<file path="src/hw/rtl/bmh_pkg.sv">
// Shared types and constants for the binary max-heap core.
// No dependencies; imported by every module of the block.
`timescale 1ns / 1ps

package bmh_pkg;

  localparam int unsigned CAPACITY_DEF = 1024;
  localparam int unsigned VALUE_W      = 31;
  localparam int unsigned STS_W        = 2;

  // operation codes
  localparam logic OP_PUSH = 1'b0;
  localparam logic OP_POP  = 1'b1;

  // result status codes
  localparam logic [STS_W-1:0] ST_OK    = 2'd0;
  localparam logic [STS_W-1:0] ST_EMPTY = 2'd1;
  localparam logic [STS_W-1:0] ST_FULL  = 2'd2;

  // datapath operations issued by the controller
  typedef enum logic [3:0] {
    CMD_NONE,
    CMD_ACCEPT,
    CMD_UP_RD,
    CMD_UP_STEP,
    CMD_POP_LD,
    CMD_DN_RD,
    CMD_DN_STEP,
    CMD_PLACE,
    CMD_EMIT
  } cmd_op_t;

  typedef struct packed {
    cmd_op_t op;
  } bmh_cmd_t;

  // datapath conditions seen by the controller
  typedef struct packed {
    logic is_empty;       // no stored values
    logic is_full;        // store at capacity
    logic at_root;        // sift-up position is the root
    logic parent_less;    // parent read back is below the moving value
    logic at_leaf;        // sift-down position has no child
    logic child_greater;  // larger child is above the moving value
  } bmh_sts_t;

endpackage

</file>
<file path="src/hw/rtl/bmh_ctrl.sv">
// Controller state machine sequencing push and pop sifts.
// Depends on bmh_pkg; steers bmh_datapath through bmh_cmd_t.
`timescale 1ns / 1ps

module bmh_ctrl (
  input  logic               clk,
  input  logic               rst_n,
  input  logic               in_tvalid,
  input  logic               in_op,
  input  logic               out_tready,
  input  bmh_pkg::bmh_sts_t  sts,
  output bmh_pkg::bmh_cmd_t  cmd,
  output logic               in_tready,
  output logic               out_tvalid
);
  import bmh_pkg::*;

  typedef enum logic [2:0] {
    S_IDLE,
    S_UP_RD,
    S_UP_CMP,
    S_POP_LD,
    S_DN_RD,
    S_DN_CMP,
    S_FIN
  } state_t;

  state_t state_r, state_nxt;
  logic   out_valid_r, out_valid_nxt;
  logic   out_free;

  assign out_free = !out_valid_r || out_tready;

  // next state and command
  always_comb begin
    state_nxt = state_r;
    cmd.op    = CMD_NONE;
    case (state_r)
      S_IDLE: begin
        if (in_tvalid) begin
          cmd.op = CMD_ACCEPT;
          if (in_op == OP_PUSH) begin
            state_nxt = sts.is_full ? S_FIN : S_UP_RD;
          end else begin
            state_nxt = sts.is_empty ? S_FIN : S_POP_LD;
          end
        end
      end
      S_UP_RD: begin
        if (sts.at_root) begin
          cmd.op    = CMD_PLACE;
          state_nxt = S_FIN;
        end else begin
          cmd.op    = CMD_UP_RD;
          state_nxt = S_UP_CMP;
        end
      end
      S_UP_CMP: begin
        if (sts.parent_less) begin
          cmd.op    = CMD_UP_STEP;
          state_nxt = S_UP_RD;
        end else begin
          cmd.op    = CMD_PLACE;
          state_nxt = S_FIN;
        end
      end
      S_POP_LD: begin
        cmd.op    = CMD_POP_LD;
        state_nxt = S_DN_RD;
      end
      S_DN_RD: begin
        if (sts.at_leaf) begin
          cmd.op    = CMD_PLACE;
          state_nxt = S_FIN;
        end else begin
          cmd.op    = CMD_DN_RD;
          state_nxt = S_DN_CMP;
        end
      end
      S_DN_CMP: begin
        if (sts.child_greater) begin
          cmd.op    = CMD_DN_STEP;
          state_nxt = S_DN_RD;
        end else begin
          cmd.op    = CMD_PLACE;
          state_nxt = S_FIN;
        end
      end
      S_FIN: begin
        if (out_free) begin
          cmd.op    = CMD_EMIT;
          state_nxt = S_IDLE;
        end
      end
      default: begin
        state_nxt = S_IDLE;
      end
    endcase
  end

  // output register occupancy
  always_comb begin
    if (cmd.op == CMD_EMIT) begin
      out_valid_nxt = 1'b1;
    end else if (out_tready) begin
      out_valid_nxt = 1'b0;
    end else begin
      out_valid_nxt = out_valid_r;
    end
  end

  always_ff @(posedge clk) begin
    if (!rst_n) begin
      state_r     <= S_IDLE;
      out_valid_r <= 1'b0;
    end else begin
      state_r     <= state_nxt;
      out_valid_r <= out_valid_nxt;
    end
  end

  assign in_tready  = (state_r == S_IDLE);
  assign out_tvalid = out_valid_r;

endmodule

</file>
<file path="config.mk">
export PLATFORM = sky130hd
export DESIGN_NAME = bmh_ctrl
export DESIGN_NICKNAME = d
export VERILOG_FILES = /design/src/hw/rtl/bmh_pkg.sv /design/src/hw/rtl/bmh_ctrl.sv
export SDC_FILE = /design/constraint.sdc
export NUM_CORES = 1
export LEC_CHECK = 0
export BUFFER_PORTS_ARGS = -buffer_cell sky130_fd_sc_hd__buf_2
export CORE_AREA = 2 2 39 41
export CTS_BUF_LIST = sky130_fd_sc_hd__clkbuf_8
export DETAILED_ROUTE_END_ITERATION = 16
export DIE_AREA = 0 0 41 43
export GPL_ROUTABILITY_DRIVEN = 0
export GPL_TIMING_DRIVEN = 0
export PLACE_DENSITY = 0.52
export REMOVE_ABC_BUFFERS = 1
export SLEW_MARGIN = 15
export SYNTH_ARGS = -nofsm -noshare
export SYNTH_HDL_FRONTEND = slang
export SYNTH_SLANG_ARGS = --single-unit
</file>
<file path="constraint.sdc">
create_clock -name clk -period 1 [get_ports clk]
set_input_delay 0.25 -clock clk [delete_from_list [all_inputs] [get_ports clk]]
set_output_delay 0.25 -clock clk [all_outputs]
set_load 0.01 [all_outputs]
</file>
==> flow_summary.json <==
{
  "status": "finished, violations left",
  "failed_checks": "negative setup slack",
  "clock_tree.htree_level_count": 1,
  "pre_cts_slack_ns": -0.431,
  "coreArea_sq_mm": 0.00138,
  "dp.final_hpwl_microns": 680,
  "final_nets": 85,
  "worstHoldPathCells": 2,
  "synthesis.area_per_instance_sq_um": 7.79,
  "tightest_slew_ns": 0.314,
  "setup_viol": 8,
  "numPortBuffers": 16,
  "timing.critical_path.cells": "inv_1 -> o21ai_2 -> and2_1 -> buf_2",
  "grt_max_degree": 9,
  "synth_cells": 48,
  "maxCapViolations": 0,
  "power_density_mw_per_mm2": 2890,
  "remaining_drc_errors": 0,
  "hold_path.startpoint": "rst_n",
  "dieHeight_microns": 43,
  "rsz0062_at_grt": "true",
  "clock_sinks": 4,
  "number_of_global_route_vias_before_repair": 372,
  "start_kind": "flip-flop",
  "yosysWarningCount": 0,
  "power_leakage_nw": 0.282,
  "initial_utilization_pct": 27.0,
  "drtAntennaViolNets": 0,
  "cp_data_arrival_time_ns": 1.09,
  "worst_path_max_delay_cell": "sky130_fd_sc_hd__dfxtp_4",
  "rows": 14,
  "antennaDiodeCount": 0,
  "critical_path_start_end_classification": "reg2out",
  "clk-insertion-delay-late_ns": 0.21,
  "post-route-period-util_pct": 134,
  "p_total_mw": 1.69,
  "highest_achievable_clock_rate_mhz": 744,
  "grt_antenna_before_repair": 0,
  "timing_max_transition_violations_final": 0,
  "final_hold_viol_count": 0,
  "area_of_the_mapped_netlist_sq_um": 374,
  "clockRootBuffer": "sky130_fd_sc_hd__clkbuf_8",
  "holdPathEnd": "out_tvalid",
  "tritoncts": "done",
  "worst_hold_slack_ns": 0.279,
  "worst_slew_margin_rel_pct": 78.8,
  "critPathMaxFanout": 6,
  "cts.clk_slew.worst_paths_ns": 0.03,
  "route.vias.total": 432,
  "final.setup_skew_ns": 0.00257,
  "detail_route.wirelength_microns": 997,
  "share_of_post_route_cells_with_drive_strength_above_1_pct": 58.3,
  "r2r_cells": 6,
  "ioPinCount": 17,
  "ff2ff_setup_slack_ns": -0.26,
  "number_of_buffers_created_by_cts": 3,
  "area_growth_pct": 56.9,
  "grt_overflow": 0,
  "global_route_wire_length_before_repair_mm": 1.57,
  "synth.ff_latch_count": 4,
  "grt_use_total_pct": 13.2,
  "cp_data_required_time_ns": 0.75,
  "fin_crit_ns": 1.34,
  "routed_wire_length_per_instance_microns": 11.3,
  "crit_path_max_incr_delay_ns": 0.39,
  "timing.hold.worst.class": "in2reg",
  "setup_ws_final_ns": -0.344,
  "r2r-start": "state_r[1]",
  "r2r_end": "state_r[2]",
  "cp-end-kind": "primary output",
  "synth.lib_cells_used.distinct": 29,
  "overall_die_width_microns": 41,
  "drt-vias-per-instance": 4.91,
  "vdd.ir_drop.worst_mv": 1.51,
  "drt_iter0_markers": 5,
  "synth-seq-area-share_pct": 21.4,
  "clock_tree.buffer_depth": 2,
  "floorplan.die_area_sq_mm": 0.00176,
  "detail_route.first_pass.iterations": 3
}
-- how the worst max path moves through the flow --
| stage | startpoint | to | cells past startpoint |
|---|---|---|---|
| after global placement | state_r[0] | cmd[2] | 4 |
| after global routing | state_r[2] | cmd[0] | 4 |
| final | state_r[1] | cmd[2] | 4 |
| after CTS | state_r[2] | cmd[0] | 4 |
| after detailed placement | state_r[0] | cmd[2] | 4 |
| after floorplan | state_r[0] | cmd[2] | 3 |
-- logic make-up (layout without fill, tap and decap cells) --
| group | after synthesis | in the layout | synth area share (%) |
|---|---|---|---|
| flops | 4 | 4 | 21.4 |
| simple gates | 20 | 20 | 32.8 |
| buf+inv | 7 | 31 | 12.0 |
| mux | 1 | 1 | 2.68 |
| compound gates | 16 | 16 | 31.1 |
-- flip-flops by register name, summed over array words and instances, names as in the netlist --
signal      count
out_tvalid      1
state_r         3
-- placed cells by master (no fill, tap or decap), types with 2 or more instances in the layout --
| master | netlist | final |
|---|---|---|
| sky130_fd_sc_hd__buf_2 | 0 | 17 |
| sky130_fd_sc_hd__buf_4 | 1 | 5 |
| sky130_fd_sc_hd__inv_1 | 4 | 4 |
| sky130_fd_sc_hd__nor2_1 | 4 | 4 |
| sky130_fd_sc_hd__a21oi_1 | 4 | 3 |
| sky130_fd_sc_hd__nand2_1 | 3 | 3 |
| sky130_fd_sc_hd__clkbuf_8 | 0 | 3 |
| sky130_fd_sc_hd__dfxtp_4 | 0 | 3 |
| sky130_fd_sc_hd__nor3_2 | 1 | 2 |
| sky130_fd_sc_hd__nor2b_2 | 1 | 2 |
| sky130_fd_sc_hd__and2_1 | 2 | 2 |
| sky130_fd_sc_hd__o21ai_1 | 3 | 2 |
| sky130_fd_sc_hd__and2b_1 | 2 | 2 |
| sky130_fd_sc_hd__a22oi_2 | 1 | 2 |
| sky130_fd_sc_hd__buf_6 | 2 | 2 |
-- routing by layer --
| metal | part of all wire, % | track usage [%] |
|---|---|---|
| met5 | 0 | 0 |
| met4 | 1.3 | 4.00 |
| met3 | 7.1 | 4.71 |
| met1 | 48 | 17.7 |
| met2 | 43 | 19.1 |
-- through the flow --
step | cell area, sq um | setup TNS, ns | util, % | cells
finish | 587 | -2.23 | 42.4 | 88
global placement | 444 | -2.21 | 32.1 | 77
detailed placement | 444 | -2.26 | 32.1 | 77
floorplan | 344 | -0.841 | - | 45
global route | 587 | -2.61 | 42.4 | 88
CTS | 552 | -2.23 | 39.9 | 86
-- cells in the mapped netlist --
master / n / area share (%)
sky130_fd_sc_hd__a221oi_2: 1 / 4.0
sky130_fd_sc_hd__nor2_2: 1 / 1.7
sky130_fd_sc_hd__nand3_1: 1 / 1.3
sky130_fd_sc_hd__and2_1: 2 / 3.3
sky130_fd_sc_hd__o31ai_1: 1 / 2.0
sky130_fd_sc_hd__dfxtp_1: 4 / 21
sky130_fd_sc_hd__nand2_2: 1 / 1.7
sky130_fd_sc_hd__nor2_1: 4 / 4.0
sky130_fd_sc_hd__nor2b_1: 1 / 1.7
sky130_fd_sc_hd__nor3_2: 1 / 2.7
sky130_fd_sc_hd__a2bb2oi_1: 1 / 2.3
sky130_fd_sc_hd__nor2b_4: 1 / 3.7
sky130_fd_sc_hd__o21a_1: 1 / 2.0
sky130_fd_sc_hd__o311ai_0: 1 / 2.3
sky130_fd_sc_hd__and2b_1: 2 / 4.0
sky130_fd_sc_hd__buf_6: 2 / 6.0
sky130_fd_sc_hd__nand2_1: 3 / 3.0
sky130_fd_sc_hd__nor2b_2: 1 / 2.3
sky130_fd_sc_hd__a32oi_1: 1 / 2.3
sky130_fd_sc_hd__nand3b_1: 1 / 2.0
sky130_fd_sc_hd__o21ai_0: 1 / 1.3
sky130_fd_sc_hd__a22oi_1: 1 / 2.0
sky130_fd_sc_hd__a22oi_2: 1 / 3.3
sky130_fd_sc_hd__inv_1: 4 / 4.0
sky130_fd_sc_hd__nor3_1: 1 / 1.3
sky130_fd_sc_hd__buf_4: 1 / 2.0
sky130_fd_sc_hd__mux2i_1: 1 / 2.7
sky130_fd_sc_hd__a21oi_1: 4 / 5.4
sky130_fd_sc_hd__o21ai_1: 3 / 4.0
-- where the power goes --
part	switching (mW)	internal, mW
Combinational	0.471	0.543
Clock	0.0754	0.256
Sequential	0.111	0.237
Total	0.658	1.04
-- worst max-delay path: cells and delay by family, from the launching register on --
family | cells | cell delay (ns)
DFF | 1 | 0.39
buffers and inverters | 2 | 0.19
AOI/OAI and AO/OA | 1 | 0.16
and+or+nand+nor | 1 | 0.14
-- area by class of cell --
type	count	area [sq um]
Sequential cell	4	91.3
Tap cell	16	20.0
Fill cell	156	797
Timing Repair Buffer	24	145
Multi-Input combinational cell	37	274
Clock buffer	3	41.3
Inverter	4	15.0
-- repair_timing --
action	4_1_cts	5_1_grt
hold buffers	0	0
setup endpoints to repair	9	9
pin swaps	3	3
buffers inserted	6	2
resized for setup	13	5
(Power assumes the default switching activity.)
